$ cat src/sv/kvts_pkg.sv
// kvts_pkg: shared types and default sizes for the key-value table store
// no dependencies; imported by kvts_store, kvts_seq and key_value_table_store_core
`default_nettype none

package kvts_pkg;

  // default geometry
  localparam int KVTS_ENTRIES    = 16;
  localparam int KVTS_KEY_BITS   = 64;
  localparam int KVTS_VALUE_BITS = 64;

  // width of the key, value and read_value ports
  localparam int KVTS_FIELD_BITS = 64;

  // unused code is a no-op
  typedef enum logic [1:0] {
    CMD_PUT = 2'd0,
    CMD_GET = 2'd1,
    CMD_DEL = 2'd2,
    CMD_NOP = 2'd3
  } cmd_e;

  typedef enum logic [1:0] {
    ST_DONE   = 2'd0,
    ST_ABSENT = 2'd1,
    ST_FULL   = 2'd2
  } status_e;

  typedef enum logic [2:0] {
    S_IDLE,
    S_SCAN,
    S_LAST,
    S_ACT,
    S_RESP
  } state_e;

  // operations the sequencer asks of the entry store in one cycle
  typedef struct packed {
    logic key_rd;    // read key memory at rd_addr
    logic val_rd;    // read value memory at rd_addr
    logic wr_entry;  // write key and value at wr_addr, set valid
    logic wr_value;  // write value only at wr_addr
    logic clr_valid; // clear valid at wr_addr
  } store_op_t;

endpackage

`default_nettype wire

$ cat src/sv/key_value_table_store_core.sv
// key_value_table_store_core: top level of the associative key-value table
// depends on kvts_pkg, kvts_store and kvts_seq
`default_nettype none

// A small associative key-value table. Raise start_i with command_i
// (0 put, 1 get, 2 delete), key_i and value_i while busy_o is low; the beat
// is taken on that edge and busy_o rises until the result is out. Each
// command gives exactly one result beat: done_o is high for a single cycle
// with found_o, read_value_o, status_o (0 done, 1 key absent, 2 table full)
// and entry_count_o, and the receiver cannot hold it off, so it must take
// the beat in that cycle. The block takes no new beat before it is through
// with the last one: one comparator walks the key memory, which has a
// single read port, one entry per cycle, then the last compare finishes,
// the write or value read is applied and the result is presented; the
// block then returns to idle, and the next beat can only be taken once
// it is back in idle. Only the low KEY_BITS of the key and the low
// VALUE_BITS of the value take part. A put with an unknown key takes the
// lowest free entry. Code 3 is a no-op that reports found 0, status done
// and the unchanged count. The valid bits reset to empty; no clearing pass
// is needed.
module key_value_table_store_core #(
  parameter int ENTRIES    = kvts_pkg::KVTS_ENTRIES,
  parameter int KEY_BITS   = kvts_pkg::KVTS_KEY_BITS,
  parameter int VALUE_BITS = kvts_pkg::KVTS_VALUE_BITS,
  localparam int CntW      = $clog2(ENTRIES + 1)
) (
  input  wire                                  clk_i,
  input  wire                                  rst_ni,
  input  wire                                  start_i,
  output logic                                 busy_o,
  input  wire  [1:0]                           command_i,
  input  wire  [kvts_pkg::KVTS_FIELD_BITS-1:0] key_i,
  input  wire  [kvts_pkg::KVTS_FIELD_BITS-1:0] value_i,
  output logic                                 done_o,
  output logic                                 found_o,
  output logic [kvts_pkg::KVTS_FIELD_BITS-1:0] read_value_o,
  output logic [1:0]                           status_o,
  output logic [CntW-1:0]                      entry_count_o
);
  import kvts_pkg::*;

  localparam int IdxW = $clog2(ENTRIES);

  // sequencer to store
  store_op_t             op;
  logic [IdxW-1:0]       rd_addr, wr_addr;
  logic [KEY_BITS-1:0]   wr_key, key_rd;
  logic [VALUE_BITS-1:0] wr_val, val_rd;
  logic [ENTRIES-1:0]    valid;

  // control: scan, compare, apply, respond
  kvts_seq #(
    .ENTRIES    (ENTRIES),
    .KEY_BITS   (KEY_BITS),
    .VALUE_BITS (VALUE_BITS)
  ) u_seq (
    .clk_i         (clk_i),
    .rst_ni        (rst_ni),
    .start_i       (start_i),
    .command_i     (command_i),
    .key_i         (key_i),
    .value_i       (value_i),
    .busy_o        (busy_o),
    .done_o        (done_o),
    .found_o       (found_o),
    .read_value_o  (read_value_o),
    .status_o      (status_o),
    .entry_count_o (entry_count_o),
    .op_o          (op),
    .rd_addr_o     (rd_addr),
    .wr_addr_o     (wr_addr),
    .wr_key_o      (wr_key),
    .wr_val_o      (wr_val),
    .key_rd_i      (key_rd),
    .val_rd_i      (val_rd),
    .valid_i       (valid)
  );

  // entry storage: key and value memories, valid flops
  kvts_store #(
    .ENTRIES    (ENTRIES),
    .KEY_BITS   (KEY_BITS),
    .VALUE_BITS (VALUE_BITS)
  ) u_store (
    .clk_i     (clk_i),
    .rst_ni    (rst_ni),
    .op_i      (op),
    .rd_addr_i (rd_addr),
    .wr_addr_i (wr_addr),
    .wr_key_i  (wr_key),
    .wr_val_i  (wr_val),
    .key_rd_o  (key_rd),
    .val_rd_o  (val_rd),
    .valid_o   (valid)
  );

endmodule

`default_nettype wire

$ cat src/sv/kvts_store.sv
// kvts_store: key and value memories with registered reads, plus per-entry valid flops
// depends on kvts_pkg
`default_nettype none

module kvts_store #(
  parameter int ENTRIES    = 16,
  parameter int KEY_BITS   = 64,
  parameter int VALUE_BITS = 64,
  localparam int IdxW      = $clog2(ENTRIES)
) (
  input  wire                     clk_i,
  input  wire                     rst_ni,
  input  kvts_pkg::store_op_t     op_i,
  input  wire  [IdxW-1:0]         rd_addr_i,
  input  wire  [IdxW-1:0]         wr_addr_i,
  input  wire  [KEY_BITS-1:0]     wr_key_i,
  input  wire  [VALUE_BITS-1:0]   wr_val_i,
  output logic [KEY_BITS-1:0]     key_rd_o,
  output logic [VALUE_BITS-1:0]   val_rd_o,
  output logic [ENTRIES-1:0]      valid_o
);
  import kvts_pkg::*;

  logic [KEY_BITS-1:0]   key_mem [ENTRIES];
  logic [VALUE_BITS-1:0] val_mem [ENTRIES];
  logic [ENTRIES-1:0]    valid_q;

  // key memory: one write, one registered read
  always_ff @(posedge clk_i) begin
    if (op_i.wr_entry) begin
      key_mem[wr_addr_i] <= wr_key_i;
    end
    if (op_i.key_rd) begin
      key_rd_o <= key_mem[rd_addr_i];
    end
  end

  // value memory: one write, one registered read
  always_ff @(posedge clk_i) begin
    if (op_i.wr_entry || op_i.wr_value) begin
      val_mem[wr_addr_i] <= wr_val_i;
    end
    if (op_i.val_rd) begin
      val_rd_o <= val_mem[rd_addr_i];
    end
  end

  always_ff @(posedge clk_i or negedge rst_ni) begin
    if (!rst_ni) begin
      valid_q <= '0;
    end else if (op_i.wr_entry) begin
      valid_q[wr_addr_i] <= 1'b1;
    end else if (op_i.clr_valid) begin
      valid_q[wr_addr_i] <= 1'b0;
    end
  end

  assign valid_o = valid_q;

endmodule

`default_nettype wire

$ cat src/sv/kvts_seq.sv
// kvts_seq: command sequencer with the shared key comparator, free-slot tracker and count
// depends on kvts_pkg; drives kvts_store
`default_nettype none

module kvts_seq #(
  parameter int ENTRIES    = 16,
  parameter int KEY_BITS   = 64,
  parameter int VALUE_BITS = 64,
  localparam int IdxW      = $clog2(ENTRIES),
  localparam int CntW      = $clog2(ENTRIES + 1)
) (
  input  wire                               clk_i,
  input  wire                               rst_ni,
  input  wire                               start_i,
  input  wire  [1:0]                        command_i,
  input  wire  [kvts_pkg::KVTS_FIELD_BITS-1:0] key_i,
  input  wire  [kvts_pkg::KVTS_FIELD_BITS-1:0] value_i,
  output logic                              busy_o,
  output logic                              done_o,
  output logic                              found_o,
  output logic [kvts_pkg::KVTS_FIELD_BITS-1:0] read_value_o,
  output logic [1:0]                        status_o,
  output logic [CntW-1:0]                   entry_count_o,
  output kvts_pkg::store_op_t               op_o,
  output logic [IdxW-1:0]                   rd_addr_o,
  output logic [IdxW-1:0]                   wr_addr_o,
  output logic [KEY_BITS-1:0]               wr_key_o,
  output logic [VALUE_BITS-1:0]             wr_val_o,
  input  wire  [KEY_BITS-1:0]               key_rd_i,
  input  wire  [VALUE_BITS-1:0]             val_rd_i,
  input  wire  [ENTRIES-1:0]                valid_i
);
  import kvts_pkg::*;

  localparam logic [IdxW-1:0] LastIdx = IdxW'(ENTRIES - 1);
  localparam logic [CntW-1:0] MaxCnt  = CntW'(ENTRIES);

  state_e state_q, state_d;

  logic                  accept;
  cmd_e                  cmd_q;
  logic                  cmd_ok_q;
  logic [KEY_BITS-1:0]   key_q;
  logic [VALUE_BITS-1:0] val_q;

  logic [IdxW-1:0] scan_idx_q;
  logic            cmp_en_q;
  logic [IdxW-1:0] cmp_idx_q;
  logic            hit_q, free_found_q;
  logic [IdxW-1:0] hit_idx_q, free_idx_q;
  logic            cmp_hit, cmp_free;

  logic [CntW-1:0] count_q;
  logic            found_q, get_hit_q;
  status_e         status_q;

  assign accept = start_i && (state_q == S_IDLE);

  // next state
  always_comb begin
    state_d = state_q;
    unique case (state_q)
      S_IDLE: if (start_i) state_d = S_SCAN;
      S_SCAN: if (scan_idx_q == LastIdx) state_d = S_LAST;
      S_LAST: state_d = S_ACT;
      S_ACT:  state_d = S_RESP;
      S_RESP: state_d = S_IDLE;
      default: state_d = S_IDLE;
    endcase
  end

  always_ff @(posedge clk_i or negedge rst_ni) begin
    if (!rst_ni) begin
      state_q <= S_IDLE;
    end else begin
      state_q <= state_d;
    end
  end

  // store requests
  always_comb begin
    op_o      = '0;
    rd_addr_o = scan_idx_q;
    wr_addr_o = hit_idx_q;
    wr_key_o  = key_q;
    wr_val_o  = val_q;
    unique case (state_q)
      S_SCAN: op_o.key_rd = 1'b1;
      S_ACT: begin
        rd_addr_o = hit_idx_q;
        if (cmd_ok_q) begin
          unique case (cmd_q)
            CMD_PUT: begin
              if (hit_q) begin
                op_o.wr_value = 1'b1;
              end else if (free_found_q) begin
                op_o.wr_entry = 1'b1;
                wr_addr_o     = free_idx_q;
              end
            end
            CMD_GET: op_o.val_rd    = hit_q;
            CMD_DEL: op_o.clr_valid = hit_q;
            default: op_o = '0;
          endcase
        end
      end
      default: op_o = '0;
    endcase
  end

  // shared comparator works on the entry read in the previous cycle
  assign cmp_hit  = cmp_en_q && valid_i[cmp_idx_q] && (key_rd_i == key_q);
  assign cmp_free = cmp_en_q && !valid_i[cmp_idx_q];

  always_ff @(posedge clk_i or negedge rst_ni) begin
    if (!rst_ni) begin
      scan_idx_q   <= '0;
      cmp_en_q     <= 1'b0;
      hit_q        <= 1'b0;
      free_found_q <= 1'b0;
    end else begin
      cmp_en_q <= (state_q == S_SCAN);
      if (accept) begin
        scan_idx_q   <= '0;
        hit_q        <= 1'b0;
        free_found_q <= 1'b0;
      end else begin
        if (state_q == S_SCAN) begin
          scan_idx_q <= scan_idx_q + IdxW'(1);
        end
        if (cmp_hit && !hit_q) begin
          hit_q <= 1'b1;
        end
        if (cmp_free && !free_found_q) begin
          free_found_q <= 1'b1;
        end
      end
    end
  end

  // payload registers
  always_ff @(posedge clk_i) begin
    if (accept) begin
      cmd_ok_q <= (command_i != CMD_NOP);
      cmd_q    <= cmd_e'(command_i);
      key_q    <= key_i[KEY_BITS-1:0];
      val_q    <= value_i[VALUE_BITS-1:0];
    end
    cmp_idx_q <= scan_idx_q;
    if (cmp_hit && !hit_q) begin
      hit_idx_q <= cmp_idx_q;
    end
    if (cmp_free && !free_found_q) begin
      free_idx_q <= cmp_idx_q;
    end
  end

  // result and occupancy
  always_ff @(posedge clk_i or negedge rst_ni) begin
    if (!rst_ni) begin
      count_q   <= '0;
      found_q   <= 1'b0;
      get_hit_q <= 1'b0;
      status_q  <= ST_DONE;
    end else if (state_q == S_ACT) begin
      found_q   <= cmd_ok_q && hit_q;
      get_hit_q <= cmd_ok_q && hit_q && (cmd_q == CMD_GET);
      status_q  <= ST_DONE;
      if (cmd_ok_q) begin
        unique case (cmd_q)
          CMD_PUT: begin
            if (!hit_q) begin
              if (free_found_q) begin
                count_q <= count_q + CntW'(1);
              end else begin
                status_q <= ST_FULL;
              end
            end
          end
          CMD_GET: if (!hit_q) status_q <= ST_ABSENT;
          CMD_DEL: begin
            if (!hit_q) begin
              status_q <= ST_ABSENT;
            end else if (count_q != '0) begin
              count_q <= count_q - CntW'(1);
            end
          end
          default: status_q <= ST_DONE;
        endcase
      end
    end
  end

  // outputs
  always_comb begin
    busy_o        = (state_q != S_IDLE);
    done_o        = (state_q == S_RESP);
    found_o       = found_q;
    status_o      = status_q;
    entry_count_o = count_q;
    read_value_o  = get_hit_q ? KVTS_FIELD_BITS'(val_rd_i) : '0;
  end

  // an accepted command always leaves idle
  assert property (@(posedge clk_i) disable iff (!rst_ni)
    accept |=> busy_o)
    else $error("kvts_seq: accepted command did not start");

  // occupancy tracks the valid bits whenever the table is at rest
  assert property (@(posedge clk_i) disable iff (!rst_ni)
    (state_q == S_IDLE) |-> (count_q == CntW'($countones(valid_i))))
    else $error("kvts_seq: occupancy out of step with valid bits");

  assert property (@(posedge clk_i) disable iff (!rst_ni)
    count_q <= MaxCnt)
    else $error("kvts_seq: occupancy above table size");

  // a full table report never comes with a hit
  assert property (@(posedge clk_i) disable iff (!rst_ni)
    (done_o && (status_o == ST_FULL)) |-> !found_o)
    else $error("kvts_seq: table full reported on a hit");

  // a write never lands on a valid entry holding some other key
  assert property (@(posedge clk_i) disable iff (!rst_ni)
    op_o.wr_entry |-> !valid_i[wr_addr_o])
    else $error("kvts_seq: new entry overwrites a valid entry");

endmodule

`default_nettype wire

$ cat config.mk
export PLATFORM = sky130hd
export DESIGN_NAME = key_value_table_store_core
export DESIGN_NICKNAME = d
export VERILOG_FILES = /design/src/sv/kvts_pkg.sv /design/src/sv/key_value_table_store_core.sv /design/src/sv/kvts_store.sv /design/src/sv/kvts_seq.sv
export SDC_FILE = /design/constraint.sdc
export NUM_CORES = 2
export LEC_CHECK = 0
export BUFFER_PORTS_ARGS = -buffer_cell sky130_fd_sc_hd__buf_4
export CORE_ASPECT_RATIO = 1.5
export CORE_MARGIN = 10
export CORE_UTILIZATION = 35
export DETAILED_ROUTE_END_ITERATION = 10
export SETUP_SLACK_MARGIN = 0.5
export SLEW_MARGIN = 25
export SYNTH_ARGS = -nofsm -noshare
export SYNTH_HDL_FRONTEND = slang
export SYNTH_SLANG_ARGS = --single-unit
$ cat constraint.sdc
create_clock -name clk_i -period 7.4 [get_ports clk_i]
set_input_delay 0.74 -clock clk_i [delete_from_list [all_inputs] [get_ports clk_i]]
set_output_delay 0.74 -clock clk_i [all_outputs]
set_load 0.02 [all_outputs]
Yosys cells after proc, flatten, opt, wreduce, memory -nomap -nowiden:

Memory sizes are Yosys's and may differ from the RTL's. A register that Yosys moved wholly into a read port is not among the register bits.
Index checks and enable logic that the tools add are counted.

* output and inout port bits: 74
* ROM bits: 0
* register bits: 178
* memories kept: 2
* RAM bits: 2048
* latch bits: 0
* bits of input ports: 133

Memories
* u_store.key_mem: words 16, width 64, rd ports 1, clocked after memory_dff 1, write ports 1, line kvts_store.sv:24 `logic [KEY_BITS-1:0] key_mem [ENTRIES];`
* u_store.val_mem: words 16, width 64, rd ports 1, clocked after memory_dff 1, write ports 1, line kvts_store.sv:25 `logic [VALUE_BITS-1:0] val_mem [ENTRIES];`

* multiply operators: 0
* reduce and logical (&&, ||, !) cells: 25
* divide/modulo/power cells: 0
* bitwise logic cells: 3
* add/subtract/negate cells: 3
* shift operators: 0
* mux-type cells: 45
* order comparisons: 3
* equality and inequality tests: 15

Operators by type and width (number)
* $eq A64 B64 Y1: 1
* $mux W64: 1
* $mux W4: 10
* $mux W16: 2
* $mux W5: 4
* $and A16 B16 Y16: 1
* $mux W1: 16
* $not A16 Y16: 1
* $or A16 B16 Y16: 1
* $pmux W3 S4: 1
* $lt A4 B5 Y1 const B: 2
* $pmux W5 S2: 1
* $reduce_bool A2 Y1: 5
* $logic_and A1 B1 Y1: 9
* $mux W2: 4
* $ne A2 B1 Y1 const B: 4
* $reduce_and A7 Y1: 1
* $eq A3 B2 Y1 const B: 2
* $mux W3: 2
* $ne A2 B2 Y1 const B: 3
* $add A5 B1 Y5 const B: 1
* $reduce_bool A5 Y1: 1
* $sub A5 B1 Y5 const B: 1
* $add A4 B1 Y4 const B: 1
* 17 further kinds: 19

Depth between registers and ports, before layout:

* depth after elaboration: 13
* mapped depth: 10
* gate-level depth less buffers: 8

By module:

A second synthesis with hierarchy kept.

* cells, all modules: 3962
* area total of the unflattened synthesis: 88543.7 µm²

By module, submodules not included
* kvts_store: seq. area each 65743.1 µm², area each 81583.2 µm², cells each 3478, times used 1
* kvts_seq: seq. area each 4729.5 µm², area each 6960.4 µm², cells each 484, times used 1

Least setup slack after synthesis:

No wires, ideal clock.

* kind: register to register
* from: register u_seq.cmd_q[0]
* to: memory u_store.key_mem[1][0] (enable)
* cell stages (with the launch flop): 7
* arrival: 7.341 ns
* setup slack: -0.586 ns
* data required time: 6.754 ns
* cell sequence: edfxtp_1 inv_1 ha_1 nand3b_1 or2_1 clkbuf_1 nor4_1

* longest elaborated chain between the ends: 6
* elaborated cells on any way between the ends: 9

RTL lines
* start: declaration: line kvts_seq.sv:41 `cmd_e cmd_q;`
* start signal: assignment: line kvts_seq.sv:145 `cmd_q <= cmd_e'(command_i);`
* $logic_not A2 Y1 *: line kvts_seq.sv:92 `unique case (cmd_q)`
* $mux W2: line kvts_seq.sv:92
* $mux W4: line kvts_seq.sv:91 `if (cmd_ok_q) begin`
* $mux W4: line kvts_seq.sv:87 `unique case (state_q)`
* $mux W1: line kvts_store.sv:30 `if (op_i.wr_entry) begin`
* $mux W1 (not written as such): line kvts_store.sv:31 `key_mem[wr_addr_i] <= wr_key_i;`
* end: declaration: line kvts_store.sv:24

Mark *: on every way between the ends. The rest lies on a longest branch, timed or not.

Worst setup path after layout:

* from: register u_seq.state_q[1]
* to: register u_store.val_rd_o[12], read port of u_store.val_mem, data pin

* longest elaborated chain between the ends: 2
* elaborated cells on any way between the ends: 3

RTL lines
* start: declaration: line kvts_seq.sv:38 `state_e state_q, state_d;`
* start signal: assignment: line kvts_seq.sv:76 `state_q <= state_d;`
* $eq A3 B2 Y1 *: line kvts_seq.sv:87
* $mux W4: line kvts_seq.sv:87
* end: declaration: line kvts_store.sv:19 `output logic [VALUE_BITS-1:0] val_rd_o,`

Marked as above.
A chain may end at the register's enable or synchronous reset.

==> key figures <==
STA
  • Measured slew at the worst slew-check pin: 1.07 ns
  • Setup TNS: 0 ns
  • Clock Skews: roughly 0.13 ns
  • RSZ-0062 raised after global routing: false
  • Setup-failing EPs final: 0
  • Final Hold Fails: 0
  • Final setup margin: between 3 and 4 ns
  • Max_slew headroom: a little over a quarter
  • Pins Over Slew Limit: 0
  • Min Tclk post-route: roughly 4.3 ns
  • Period utilisation layout: 58.0%
  • Max frequency: around 230 MHz

GRT
  • First-pass GRT wire length: ~370 mm
  • Vias in the first global route: around 54000
  • Largest net degree at the start of global routing: around 190
  • GRT overflow: 0
  • Initial antenna violation count: 18
  • Tot GR Track Use: 17.1%

Min path
  • Hold Crit Endpoint: u_seq.wr_key_o[4]
  • Min-delay src: key_i[4]
  • HP Class: in -> reg
  • Hold Path Depth: 1

Worst setup path
  • Critical Path AT: 4.83 ns
  • Crit start category: flip-flop
  • R2r endpoint: u_store.val_rd_o[12]
  • CP Data Required Time: roughly 7.9 ns
  • CP Capture Type: flip-flop
  • Reg2reg setup slack: just over 3 ns
  • Crit Reg-Reg Startpoint: u_seq.state_q[1]
  • Crit-path max FO: 64
  • Worst R2R Path Depth: 8
  • Crit Path Category: reg -> reg

Clocking
  • Clk root buf: clkbuf_16
  • Clock Pin Slew Worst Setup and Hold Paths: roughly 0.060 ns
  • Clock Latency Late Sink: between 0.9 and 1 ns
  • Clock sink count: about 2400
  • CTS resizes: 0
  • TritonCTS clock tree: yes
  • Total CTS buffers: roughly 220
  • H-tree lvl count: 4
  • Clock buffer depth: 4

Drt
  • Met2 wire length: 128 mm
  • Vias per inst: roughly 5.2
  • Met1 wire length: just under 100 mm
  • DRT iter0 DRCs: roughly 5300
  • Met3 WL: between 15 and 20 mm
  • Via count: around 55000
  • Highest Signal Layer: met5
  • DRC: 0
  • Final WL: 250 mm
  • WL per Instance: roughly 24 µm
  • Final ANT Viol Nets: 0
  • Router iterations before antenna repair: 5

Final layout
  • Final net count: between 6000 and 7000
  • Non-filler cells, final: around 10000
  • Layout area overhead: 14.9%
  • Layout cells sized above 1: between 10% and 20%
  • Fillers: about 23000
  • Register area: 70500 µm²
  • Multi-input gate area: ~19000 µm²

Floorplan
  • Row count: 228
  • Die area: approximately 280000 µm²
  • Initial core utilization: 35.2%
  • Die X: around 440 µm
  • Io pins: around 210
  • Die Ht: 643 µm
  • Core box area: roughly 260000 µm²

Power
  • VDD IR max: 0.483 mV
  • Power per cell area: 369 nW/µm²
  • Leakage power: 35.2 nW
  • Total power: 38.5 mW

Placement
  • Setup slack after placement: 3.16 ns
  • Hpwl dp: around 140 mm
  • Dpl cells: between 9000 and 10000
  • Routability Congestion: around 0.80
  • # port buffers: about 210

Logic synthesis
  • Post-synth EDFFs: around 2300
  • Synth top area share: 76.7%
  • Yosys cell types: just over 60
  • Synth area leader: edfxtp_1
  • Area contributors post-synth: edfxtp_1 77%, nand2_1 7.5%, nand3_1 6.1%
  • Yosys reg bits: between 2000 and 2500
  • Net Count, Synth: 6748
  • Ys async rst share: between 1 and 1.5%
  • Warnings from Yosys: 0
  • Cells after Synth: between 6000 and 7000
  • Mean Syn Cell Area: approximately 14 µm²
  • Count leader, synth: edfxtp_1
  • Post-synth top flop: edfxtp_1
  • Register area share after synthesis: around 78%
  • Top post-synthesis cells by count: 2315 x edfxtp_1, 1808 x nand2_1, 1111 x nand3_1
  • Syn Std Cell Area: between 90000 and 100000 µm²

Run status
  • Status: finished clean

Job
  • Max capacitance violation total: 0
==> final cells by class <==
cell class,instances,area share (%)
Timing Repair Buffer,380,3.14
Multi-Input combinational cell,3827,17.9
Clock inverter,144,1.52
Clock buffer,255,5.45
Sequential cell,2354,67.7
Antenna cell,14,0.0336
Inverter,26,0.0961
Tap cell,3450,4.15
==> critical path, stage by stage (launching register included) <==
cell      delay (ns)
dfrtp_1         0.59
nand3b_4        0.28
a21oi_4         0.81
buf_4           0.64
buf_4           0.68
nand2_1         0.15
nand3_1         0.12
a21oi_1         0.07
nor3_1          0.59
==> what timing repair did <==
action | in CTS | in global routing
hold endpoints to repair | 84 | 0
buffers inserted | 0 | 0
hold buffers | 50 | 0
==> where the power goes <==
| group | switching (mW) | leakage (nW) | internal (mW) |
|---|---|---|---|
| registers | 0.461 | 21.4 | 15.4 |
| logic | 7.84 | 10.3 | 3.21 |
| clock network | 4.95 | 3.53 | 6.61 |
==> how the worst max path moves through the flow <==
stage	from	endpoint	cells after the start
floorplan	u_seq.state_q[1]	u_seq.scan_idx_q[3]	5
global placement	u_seq.cmd_q[0]	u_store.val_mem[15][26]	9
detailed placement	u_seq.cmd_q[0]	u_store.val_mem[15][32]	9
CTS	u_seq.state_q[1]	u_store.val_rd_o[12]	8
global route	u_seq.cmd_q[0]	u_store.val_mem[15][13]	9
finish	u_seq.state_q[1]	u_store.val_rd_o[12]	8
==> registers in the layout, summed over array words and instances (netlist names), named ones only <==
| signal | flops |
|---|---|
| u_seq.state_q | 3 |
| u_seq.get_hit_q | 1 |
| u_seq.cmp_en_q | 1 |
| u_seq.wr_val_o | 64 |
| u_seq.status_o | 2 |
| u_seq.cmp_idx_q | 4 |
| u_seq.cmd_ok_q | 1 |
| u_seq.free_found_q | 1 |
| u_seq.hit_idx_q | 4 |
| u_store.key_mem | 1024 |
| u_seq.cmd_q | 2 |
| u_seq.entry_count_o | 5 |
| u_store.val_mem | 1024 |
| u_store.key_rd_o | 64 |
| u_seq.scan_idx_q | 4 |
| u_seq.hit_q | 1 |
| u_store.val_rd_o | 64 |
| u_seq.found_o | 1 |
| u_seq.wr_key_o | 64 |
| u_seq.free_idx_q | 4 |
==> kinds of logic after synthesis <==
group                    after synthesis  share of synthesized area (%)
multiplexers                          52                          0.712
XOR/XNOR                              55                          0.531
buffers and inverters                425                           2.05
AND/OR/NAND/NOR                     3206                           15.5
adder cells (fa/ha/maj)                9                          0.132
flip-flops                          2354                           77.7
AO/OA/AOI/OAI                        505                           3.37
==> cell usage in the layout, fill, tap and decap left out, types with 8 or more instances in the layout <==
cell type	Yosys	routed
nor3_1	44	44
nand2_1	1808	1804
xor2_1	37	37
xnor2_1	18	18
nand4_1	84	84
clkinv_1	0	46
clkbuf_1	194	33
nor2_4	0	33
and2_1	64	64
dlygate4sd3_1	0	50
nand2b_1	10	10
o21ai_0	27	26
buf_4	13	307
mux2i_1	39	39
clkinv_2	0	42
diode_2	0	14
inv_1	25	25
nor2_1	45	15
a22oi_1	77	77
edfxtp_1	2315	2315
buf_16	0	8
clkinvlp_4	0	12
ha_1	8	8
o22ai_1	42	42
mux4_2	8	8
nor4_1	10	9
bufinv_16	0	32
buf_12	0	8
a21oi_1	284	284
nand3_1	1111	1111
dfrtp_1	35	34
a22o_1	27	27
a32oi_1	11	11
clkbuf_16	0	222
o221ai_1	12	12
==> per-stage QoR <==
| step | hold slack (ns) | area, µm² | util [%] |
|---|---|---|---|
| 4_1_cts | 0.000507 | 104000 | 40.4 |
| 6_report | 0.0661 | 104000 | 40.4 |
| 2_1_floorplan | 0.423 | 90700 | - |
| 5_1_grt | 0.0314 | 104000 | 40.4 |
| 3_3_place_gp | 0.455 | 96100 | 37.3 |
| 3_5_place_dp | 0.469 | 96200 | 37.4 |
==> layer usage <==
| metal | track usage (%) | vias to the layer above |
|---|---|---|
| met5 | 0 | - |
| li1 | - | 24600 |
| met3 | 2.43 | 443 |
| met1 | 21.0 | 27800 |
| met2 | 30.5 | 1911 |
| met4 | 6.50 | 4 |
No activity file was read; power rests on OpenSTA's default activity.
